$ cat src/sv/scrf_pkg.sv
package scrf_pkg;

  // Result status codes
  typedef enum logic [1:0] {
    STATUS_CONVERGED = 2'd0,
    STATUS_ZERO_DEN  = 2'd1,
    STATUS_LIMIT     = 2'd2
  } status_t;

  // Configuration register indexes
  localparam logic [7:0] REG_TOLERANCE  = 8'd0;
  localparam logic [7:0] REG_ITER_LIMIT = 8'd1;

  // Register widths and reset values
  localparam int TOL_W   = 31;
  localparam int LIMIT_W = 8;
  localparam logic [TOL_W-1:0]   TOL_RESET   = 31'd66;
  localparam logic [LIMIT_W-1:0] LIMIT_RESET = 8'd100;

  // Saturate a signed 64-bit value to the signed 32-bit range
  function automatic logic signed [31:0] sat32(input logic signed [63:0] v);
    logic signed [31:0] r;
    if (v > 64'sh0000_0000_7FFF_FFFF) begin
      r = 32'sh7FFF_FFFF;
    end else if (v < -64'sh0000_0000_8000_0000) begin
      r = 32'sh8000_0000;
    end else begin
      r = v[31:0];
    end
    return r;
  endfunction

endpackage

$ cat src/sv/secant_cubic_root_finder.sv
// Secant root finder for f(x) = x^3 - 2x - 5 in signed fixed point with FRAC_BITS fraction
// bits. A beat on s_axis carries two starting guesses; one beat on m_axis returns the root,
// a status and the iteration count. All multiplications share one 32x32 multiplier and the
// quotient comes from a radix-2 divider that retires one bit per cycle. The block accepts no
// new guesses while a search runs; a finished result waits in the output register while the
// next item is taken. Configuration writes are always accepted.
module secant_cubic_root_finder #(
  parameter int FRAC_BITS = 16
) (
  input  logic        clk,
  input  logic        rst,
  // s_axis_tdata: [31:0] guess_first, [63:32] guess_second
  input  logic        s_axis_tvalid,
  output logic        s_axis_tready,
  input  logic [63:0] s_axis_tdata,
  // m_axis_tdata: [31:0] root, [33:32] status, [41:34] iterations_used, rest zero
  output logic        m_axis_tvalid,
  input  logic        m_axis_tready,
  output logic [47:0] m_axis_tdata,
  input  logic        cfg_valid,
  output logic        cfg_ready,
  input  logic [7:0]  cfg_index,
  input  logic [31:0] cfg_data
);

  typedef enum logic [3:0] {
    S_IDLE, S_CSQ, S_CCU, S_CMUL, S_CFIN, S_ITER,
    S_NUM1, S_NUM2, S_NUM3, S_DIV, S_DFIN, S_DONE
  } state_t;

  localparam logic signed [35:0] FIVE_Q = 36'sd5 <<< FRAC_BITS;

  state_t state;
  logic [scrf_pkg::TOL_W-1:0]   tolerance;
  logic [scrf_pkg::LIMIT_W-1:0] iteration_limit;

  logic signed [31:0] x1, x2, f1, f2, cx, sq, den;
  logic signed [63:0] prod, nterm;
  logic               fsel;
  logic [7:0]         n;
  logic               qneg;
  logic [31:0]        ud;
  logic [63:0]        dvd;
  logic [32:0]        rem;
  logic [6:0]         cnt;

  logic signed [31:0] res_root;
  logic [1:0]         res_status;
  logic [7:0]         res_used;

  logic signed [31:0] mul_a, mul_b;
  logic signed [31:0] qprod;
  logic signed [35:0] cub_sum;
  logic signed [32:0] den_sum;
  logic signed [64:0] num_diff;
  logic signed [63:0] num;
  logic [32:0]        r_sh;
  logic               r_ge;
  logic signed [31:0] x3_next;
  logic signed [32:0] step;
  logic [32:0]        step_abs;

  assign cfg_ready     = 1'b1;
  assign s_axis_tready = (state == S_IDLE);

  // Shared multiplier operand select
  always_comb begin
    case (state)
      S_CSQ:   begin mul_a = cx; mul_b = cx; end
      S_CMUL:  begin mul_a = sq; mul_b = cx; end
      S_NUM1:  begin mul_a = f2; mul_b = x1; end
      S_NUM2:  begin mul_a = f1; mul_b = x2; end
      default: begin mul_a = cx; mul_b = cx; end
    endcase
  end

  // Datapath helpers
  always_comb begin
    qprod    = scrf_pkg::sat32(prod >>> FRAC_BITS);
    cub_sum  = 36'(qprod) - (36'(cx) <<< 1) - FIVE_Q;
    den_sum  = 33'(f2) - 33'(f1);
    num_diff = 65'(nterm) - 65'(prod);
    if (num_diff > 65'(64'sh7FFF_FFFF_FFFF_FFFF)) begin
      num = 64'sh7FFF_FFFF_FFFF_FFFF;
    end else if (num_diff < -65'sh1_0000_0000_0000_0000 + 65'sh0_8000_0000_0000_0000) begin
      num = 64'sh8000_0000_0000_0000;
    end else begin
      num = num_diff[63:0];
    end
    r_sh = {rem[31:0], dvd[63]};
    r_ge = (r_sh >= {1'b0, ud});
    // saturate signed quotient
    if (qneg) begin
      x3_next = (dvd > 64'h0000_0000_8000_0000) ? 32'sh8000_0000 : 32'(-$signed(dvd));
    end else begin
      x3_next = (dvd > 64'h0000_0000_7FFF_FFFF) ? 32'sh7FFF_FFFF : dvd[31:0];
    end
    step     = 33'(x3_next) - 33'(x2);
    step_abs = step[32] ? 33'(-step) : 33'(step);
  end

  // Sequencer, datapath registers and output register
  always_ff @(posedge clk) begin
    if (rst) begin
      state           <= S_IDLE;
      m_axis_tvalid   <= 1'b0;
      tolerance       <= scrf_pkg::TOL_RESET;
      iteration_limit <= scrf_pkg::LIMIT_RESET;
    end else begin
      // S_DONE reloads the output register itself
      if (m_axis_tvalid && m_axis_tready && state != S_DONE) m_axis_tvalid <= 1'b0;

      if (cfg_valid) begin
        if (cfg_index == scrf_pkg::REG_TOLERANCE) begin
          tolerance <= cfg_data[scrf_pkg::TOL_W-1:0];
        end else if (cfg_index == scrf_pkg::REG_ITER_LIMIT) begin
          iteration_limit <= cfg_data[scrf_pkg::LIMIT_W-1:0];
        end
      end

      case (state)
        S_IDLE: begin
          if (s_axis_tvalid) begin
            x1   <= s_axis_tdata[31:0];
            x2   <= s_axis_tdata[63:32];
            cx   <= s_axis_tdata[31:0];
            fsel <= 1'b0;
            n    <= 8'd1;
            if (iteration_limit == '0) begin
              res_root   <= '0;
              res_status <= scrf_pkg::STATUS_LIMIT;
              res_used   <= '0;
              state      <= S_DONE;
            end else begin
              state <= S_CSQ;
            end
          end
        end
        S_CSQ: begin
          prod  <= mul_a * mul_b;
          state <= S_CCU;
        end
        S_CCU: begin
          sq    <= qprod;
          state <= S_CMUL;
        end
        S_CMUL: begin
          prod  <= mul_a * mul_b;
          state <= S_CFIN;
        end
        S_CFIN: begin
          if (!fsel) begin
            f1    <= scrf_pkg::sat32(64'(cub_sum));
            cx    <= x2;
            fsel  <= 1'b1;
            state <= S_CSQ;
          end else begin
            f2    <= scrf_pkg::sat32(64'(cub_sum));
            state <= S_ITER;
          end
        end
        S_ITER: begin
          den <= scrf_pkg::sat32(64'(den_sum));
          if (den_sum == '0) begin
            res_root   <= '0;
            res_status <= scrf_pkg::STATUS_ZERO_DEN;
            res_used   <= n;
            state      <= S_DONE;
          end else begin
            state <= S_NUM1;
          end
        end
        S_NUM1: begin
          prod  <= mul_a * mul_b;
          state <= S_NUM2;
        end
        S_NUM2: begin
          nterm <= prod;
          prod  <= mul_a * mul_b;
          state <= S_NUM3;
        end
        S_NUM3: begin
          // set up magnitude division
          qneg  <= num[63] != den[31];
          dvd   <= num[63] ? 64'(-num) : 64'(num);
          ud    <= den[31] ? 32'(-den) : 32'(den);
          rem   <= '0;
          cnt   <= 7'd64;
          state <= S_DIV;
        end
        S_DIV: begin
          rem   <= r_ge ? (r_sh - {1'b0, ud}) : r_sh;
          dvd   <= {dvd[62:0], r_ge};
          cnt   <= cnt - 7'd1;
          if (cnt == 7'd1) state <= S_DFIN;
        end
        S_DFIN: begin
          if (step_abs < {2'b00, tolerance}) begin
            res_root   <= x3_next;
            res_status <= scrf_pkg::STATUS_CONVERGED;
            res_used   <= n;
            state      <= S_DONE;
          end else if (n == iteration_limit) begin
            res_root   <= x3_next;
            res_status <= scrf_pkg::STATUS_LIMIT;
            res_used   <= iteration_limit;
            state      <= S_DONE;
          end else begin
            // shift the secant window, then evaluate f at the new estimate
            x1    <= x2;
            x2    <= x3_next;
            f1    <= f2;
            cx    <= x3_next;
            n     <= n + 8'd1;
            state <= S_CSQ;
          end
        end
        S_DONE: begin
          if (!m_axis_tvalid || m_axis_tready) begin
            m_axis_tvalid <= 1'b1;
            m_axis_tdata  <= {6'd0, res_used, res_status, res_root};
            state         <= S_IDLE;
          end
        end
        default: state <= S_IDLE;
      endcase
    end
  end

endmodule
$ cat config.mk
export PLATFORM = sky130hd
export DESIGN_NAME = secant_cubic_root_finder
export DESIGN_NICKNAME = d
export VERILOG_FILES = /design/src/sv/scrf_pkg.sv /design/src/sv/secant_cubic_root_finder.sv
export SDC_FILE = /design/constraint.sdc
export NUM_CORES = 2
export LEC_CHECK = 0
export BUFFER_PORTS_ARGS = -buffer_cell sky130_fd_sc_hd__buf_2
export CAP_MARGIN = 40
export CELL_PAD_IN_SITES_DETAIL_PLACEMENT = 0
export CELL_PAD_IN_SITES_GLOBAL_PLACEMENT = 1
export CORE_ASPECT_RATIO = 0.5
export CORE_MARGIN = 8
export CORE_UTILIZATION = 52
export CTS_BUF_LIST = sky130_fd_sc_hd__clkbuf_8
export DETAILED_ROUTE_END_ITERATION = 6
export GPL_TIMING_DRIVEN = 1
export PLACE_DENSITY_LB_ADDON = 0.15
export SLEW_MARGIN = 20
export SYNTH_ARGS = -nofsm -noshare
export SYNTH_HDL_FRONTEND = slang
export SYNTH_SLANG_ARGS = --single-unit
$ cat constraint.sdc
create_clock -name clk -period 15.7 [get_ports clk]
set_input_delay 4.71 -clock clk [delete_from_list [all_inputs] [get_ports clk]]
set_output_delay 4.71 -clock clk [all_outputs]
set_load 0.005 [all_outputs]
# Word level (Yosys, flattened, before mapping)
# Index checks and enable logic that the tools add are counted.
totals:
  in_bits: 109
  output_inout_bits: 51
  ff_bits: 625
op_classes:
  n_mul: 1
  n_eq_ne: 25
  n_reduce_logical: 31
  n_lt_le_gt_ge: 12
  n_addsub: 12
  bitwise: 2
  muxes: 69
op_table:
  columns: ["op", "count"]
  rows:
  - ["$mux W32", 24]
  - ["$pmux W32 S2", 5]
  - ["$pmux W32 S3", 3]
  - ["$mux W64", 3]
  - ["$pmux W64 S2", 1]
  - ["$sub A32 B32 Y33", 2]
  - ["$gt A65 B64 Y1 const B", 1]
  - ["$lt A65 B64 Y1 const B", 1]
  - ["$sub A64 B64 Y65", 1]
  - ["$gt A64 B31 Y1 const B", 1]
  - ["$gt A64 B32 Y1 const B", 1]
  - ["$mul A32 B32 Y64", 1]
  - ["$mux W8", 8]
  - ["$neg A32 Y32", 2]
  - ["$neg A64 Y64", 1]
  - ["$gt A48 B32 Y1 const B", 1]
  - ["$lt A48 B32 Y1 const B", 1]
  - ["$pmux W4 S12", 1]
  - ["$gt A35 B32 Y1 const B", 1]
  - ["$lt A35 B32 Y1 const B", 1]
  - ["$sub A34 B20 Y35 const B", 1]
  - ["$sub A32 B33 Y34", 1]
  - ["$ge A33 B32 Y1", 1]
  - ["$gt A33 B32 Y1 const B", 1]
  - ["other kinds (43)", 88]

# Longest topological paths before layout
logic_depth:
  ltp_word: 10
  depth_mapped: 44

# Worst setup path after synthesis
# Ideal clock, no wire load.
synth_timing:
  path_type: "register to register"
  from: "register dvd[0]"
  to: "register n[0] (enable)"
  stages_incl_launch_ff: 38
  required_ns: 15.174
  setup_ns: 0.526
  t_arrival_ns: 11.543
  synth_period_minus_slack_ns: 12.069
  path_buffers: 2
  setup_slack_ns: 3.631
  path_cell_list: "edfxtp_1 inv_1 ha_1 nand2_1 nor4b_1 nand3b_1 nor3_1 nand3_1 or3_1 clkbuf_1 o31ai_1 nand2_1 inv_1 clkbuf_1 nand2_1 a21oi_1 ha_1 nor2b_1 (+2 left out) a211oi_1 nor4_1 or3_1 a2111o_1 or4b_1 o31a_1 xor2_1 ha_1 nand4_1 nor2_1 a211oi_1 o211ai_1 a21oi_1 a21oi_1 a21oi_1 nor2_1 nand2_1 a21oi_1"
synth_via:
  elab_chain_len: 9
  elab_cells_between_ends: 12
  classes_between: "add/sub (3); order compare (3); eq/ne (1); mux (4); reduce/logical (1)"
synth_lines:
  columns: ["item", "line", "rtl"]
  rows:
  - ["from (decl)", "secant_cubic_root_finder.sv:43", "logic [63:0] dvd;"]
  - ["from (signal assigned)", "secant_cubic_root_finder.sv:185", "dvd <= num[63] ? 64'(-num) : 64'(num);"]
  - ["from (signal assigned)", "secant_cubic_root_finder.sv:193", "dvd <= {dvd[62:0], r_ge};"]
  - ["$gt A64 B31 Y1, or another cell as far along", "secant_cubic_root_finder.sv:96", "x3_next = (dvd > 64'h0000_0000_7FFF_FFFF) ? 32'sh7FFF_FFFF : dvd[31:0];"]
  - ["$mux W32, on equally long branches", "secant_cubic_root_finder.sv:96, secant_cubic_root_finder.sv:94", null]
  - ["$mux W32 (*)", "secant_cubic_root_finder.sv:93", "if (qneg) begin"]
  - ["net x3_next[1]", "secant_cubic_root_finder.sv:59", "logic signed [31:0] x3_next;"]
  - ["$sub A32 B32 Y33 (*)", "secant_cubic_root_finder.sv:98", "step = 33'(x3_next) - 33'(x2);"]
  - ["$neg A33 Y33", "secant_cubic_root_finder.sv:99", "step_abs = step[32] ? 33'(-step) : 33'(step);"]
  - ["$mux W33 (*)", "secant_cubic_root_finder.sv:99", null]
  - ["$lt A33 B31 Y1 (*)", "secant_cubic_root_finder.sv:198", "if (step_abs < {2'b00, tolerance}) begin"]
  - ["$ne A2 B2 Y1 (no source line) (*)", null, null]
  - ["$reduce_and A5 Y1 (no source line) (*)", null, null]
  - ["to (signal assigned)", "secant_cubic_root_finder.sv:214", "n <= n + 8'd1;"]
  - ["to (decl)", "secant_cubic_root_finder.sv:40", "logic [7:0] n;"]
# The timed path passes the listed nets; every way through them passes the cells marked *.
# A chain may end at the register's enable or synchronous reset.

# Worst setup path in the final report
layout_timing:
  from: "register state[0]"
  to: "register prod[63], data pin"
layout_via:
  elab_chain_len: 3
  elab_cells_between_ends: 6
  classes_between: "mul (1); eq/ne (3); mux (2)"
layout_lines:
  columns: ["item", "line", "rtl"]
  rows:
  - ["from (decl)", "secant_cubic_root_finder.sv:33", "state_t state;"]
  - ["from (signal assigned)", "secant_cubic_root_finder.sv:105", "state <= S_IDLE;"]
  - ["from (signal assigned)", "secant_cubic_root_finder.sv:133", "state <= S_DONE;"]
  - ["from (signal assigned)", "secant_cubic_root_finder.sv:135", "state <= S_CSQ;"]
  - ["$eq A4 B3 Y1 or $eq A4 B2 Y1 (tied branches)", "secant_cubic_root_finder.sv:68, secant_cubic_root_finder.sv:121", null]
  - ["$pmux W32 S3 or $pmux W32 S2 (tied branches)", "secant_cubic_root_finder.sv:68", "case (state)"]
  - ["$mul A32 B32 Y64 (*)", null, null]
  - ["to (signal assigned)", "secant_cubic_root_finder.sv:140", "prod <= mul_a * mul_b;"]
  - ["to (signal assigned)", "secant_cubic_root_finder.sv:148", "prod <= mul_a * mul_b;"]
  - ["to (signal assigned)", "secant_cubic_root_finder.sv:174", "prod <= mul_a * mul_b;"]
  - ["to (decl)", "secant_cubic_root_finder.sv:38", "logic signed [63:0] prod, nterm;"]
# Every way passes the cells marked *; elsewhere a longest branch is shown, timed or not.

==> flow_metrics.py <==
metrics = {
    "outcome": {
        "status": "complete, no violations",
    },
    "cts": {
        "clk_pin_slew_ns": 0.08,
        "cts.path.max_buffers": 3,
        "cts_tree": "done",
        "cts_setup_buffers": 0,
        "clock_latency_ns": 0.87,
        "cts_buffers": 103,
        "cts_sinks": 625,
        "cts_resized": 0,
        "cts.htree.levels": 3,
        "root_buffer": "clkbuf_8",
        "postCtsHoldBufs": 0,
    },
    "sta": {
        "hold_viol_final": 0,
        "maxSlewHeadroom": 0.3473,
        "tightestPinTransition_ns": 0.9721,
        "rsz0062_at_grt": "false",
        "fin_crit_sh": 0.7314,
        "setup_viol": 0,
        "maxSlewViolCount": 0,
        "setup_tns_ns": 0,
        "finClkSkew_ns": 0.07257,
        "max_freq_ghz": 0.08709,
        "period_needed_ns": 11.48,
    },
    "critical_path": {
        "crit_type": "reg -> reg",
        "cp_data_required_time_ns": 16.24,
        "worst_setup_path_end_kind": "register",
        "r2r_start": "state[0]",
        "critPathMostFrequentCell": "fa_1",
        "critPathSlowestCell": "buf_4",
        "max_stage_delay_ns": 0.61,
        "crit_end": "prod[63]",
        "reg2reg_depth": 35,
        "r2r_end": "prod[63]",
        "rrSetupSlack_ns": 4.22,
        "cp-start-kind": "register",
        "arrival_ns": 12.02,
        "path_max_fanout": 45,
        "crit_path_start": "state[0]",
    },
    "floorplan": {
        "die_h_um": 292.0,
        "core-area_um2": 151500,
        "ios": 160,
        "die_x_um": 568.0,
        "die-area_um2": 165800,
        "start_util": 0.5228,
        "num_rows": 101,
    },
    "global_route": {
        "grt_usage": 0.3066,
        "antenna_found_initial": 18,
        "grt_pass1_wl_um": 390000,
        "grt_max_degree": 96,
        "grt_pass1_vias": 62250,
        "overflow": 0,
    },
    "place": {
        "dp_hpwl_um": 202100,
        "dpl-instance-area_um2": 82480,
        "io_buffers": 151,
        "routabilityCongestion": 0.9975,
    },
    "logic_synthesis": {
        "synth_cells": 8850,
        "synth_cell_types": 91,
        "avgSynthCellArea_um2": 8.951,
        "yosys.area.top_type": "fa_1",
        "yosys_warnings": 0,
        "ys_seq_area_frac": 0.2314,
        "synth_area_leaders": "fa_1, edfxtp_1, inv_1",
        "synth_area_um2": 79210,
        "synth_edf_count": 581,
        "netlist.area_leader.share": 0.2747,
        "synth_seq_cells": 625,
        "async_flop_share": 0,
        "ys.flop_type": "edfxtp_1",
    },
    "min_path": {
        "worstHoldPathType": "reg -> reg",
        "min_from": "prod[5]",
    },
    "detailed_routing": {
        "dr_total_vias": 63630,
        "drtIter0Drc": 6116,
        "final_antenna_net_count": 0,
        "drc": 0,
        "viasPerCell": 5.810,
        "dr.pass1.iters": 6,
        "post_drt_wl_per_cell_um": 23.32,
        "routed_wl_um": 255400,
    },
    "cells_and_area": {
        "fin_area_um2": 84760,
        "areaGrowthSynthToFinish_pct": 7.007,
        "fillers": 14010,
        "layout.nets": 10490,
        "drive_gt1_frac": 0.06423,
    },
    "job": {
        "drv_cap": 0,
    },
}
==> synthesized netlist by cell type (37+ instances only) <==
cell type and count:
and4_1 41, nor4_1 47, a21o_1 161, a211oi_1 62, xor2_1 118, and2_1 121, a221o_1 37, nand2_1 1402
ha_1 445, mux2i_1 78, xnor2_1 212, nor2_1 603, fa_1 1087, nand4_1 99, o21a_1 66, o21ai_0 349
a31oi_1 50, nor2b_1 50, nor3_1 102, or3_1 48, dfxtp_1 44, and3_1 38, edfxtp_1 581, inv_1 1534
nand3_1 84, nand2b_1 52, clkbuf_1 381, a21oi_1 440
==> metrics by stage <==
stage | hold WS, ns | utilization | cells | setup slack, ns
2_1_floorplan | 0.4003 | - | 8855 | 3.631
3_3_place_gp | 0.4011 | 0.5431 | 10730 | 4.068
3_5_place_dp | 0.4045 | 0.5444 | 10750 | 4.054
4_1_cts | 0.3785 | 0.5583 | 10940 | 3.997
5_1_grt | 0.3994 | 0.5593 | 10950 | 3.582
6_report | 0.3820 | 0.5594 | 10950 | 4.218
==> how the worst min path moves through the flow <==
stage,endpoint,cells after the start
floorplan,m_axis_tdata[0],0
global placement,m_axis_tdata[12],0
detailed placement,m_axis_tdata[11],0
CTS,nterm[5],0
global route,nterm[5],0
finish,nterm[5],0
==> critical path: cells and delay by family (launching register included) <==
family                   cells  cell delay [ns]
AO/OA/AOI/OAI                9             2.08
buffers and inverters        7             2.01
adder cells (fa/ha/maj)      9             4.32
AND/OR/NAND/NOR             10             2.41
flip-flops                   1             0.31
==> cell families after synthesis <==
group / Yosys count / synth area share
simple gates: 2807 / 0.1589
buf+inv: 1948 / 0.09297
fa+ha+maj: 1567 / 0.3494
compound gates: 1482 / 0.1192
flops: 625 / 0.2314
xor+xnor: 331 / 0.03669
mux: 88 / 0.01128
other cells: 2 / 0.00009481
==> layout make-up <==
type	instances	area [um2]	share of cell area
flip-flops and latches	625	18330	0.2162
well taps	2008	2512	0.02964
repair buffers	306	2106	0.02484
clock buffers	104	1431	0.01689
clock inverters	86	674.4	0.007956
diodes	7	17.52	0.0002067
multi-input cells	6282	53940	0.6363
inverters	1534	5758	0.06793
==> registers in the layout (all words and copies together) (netlist names), 42 cells and up <==
register and flops:
dvd 64, nterm 64, prod 64, m_axis_tdata 42
==> metal layers <==
metal / vias up / track usage / share of wire
li1: 28830 / - / -
met1: 31800 / 0.4465 / 0.44
met2: 2637 / 0.4566 / 0.43
met3: 355 / 0.07031 / 0.10
met4: 10 / 0.08908 / 0.031
met5: - / 0.009185 / 0.0014
==> cell usage in the layout (no fill, tap or decap), types with 78 or more instances in the layout <==
cell	count
inv_1	1555
nand2_1	1402
fa_1	1087
nor2_1	593
edfxtp_1	581
ha_1	445
a21oi_1	414
o21ai_0	342
xnor2_1	211
a21o_1	161
buf_2	153
buf_4	134
and2_1	120
xor2_1	118
clkbuf_8	104
nand4_1	99
nor3_1	99
nand3_1	83
mux2i_1	78
Power is left out: the tool's default activity adds up to more than one toggle a clock period on the data nets, which glitch-free logic cannot reach.
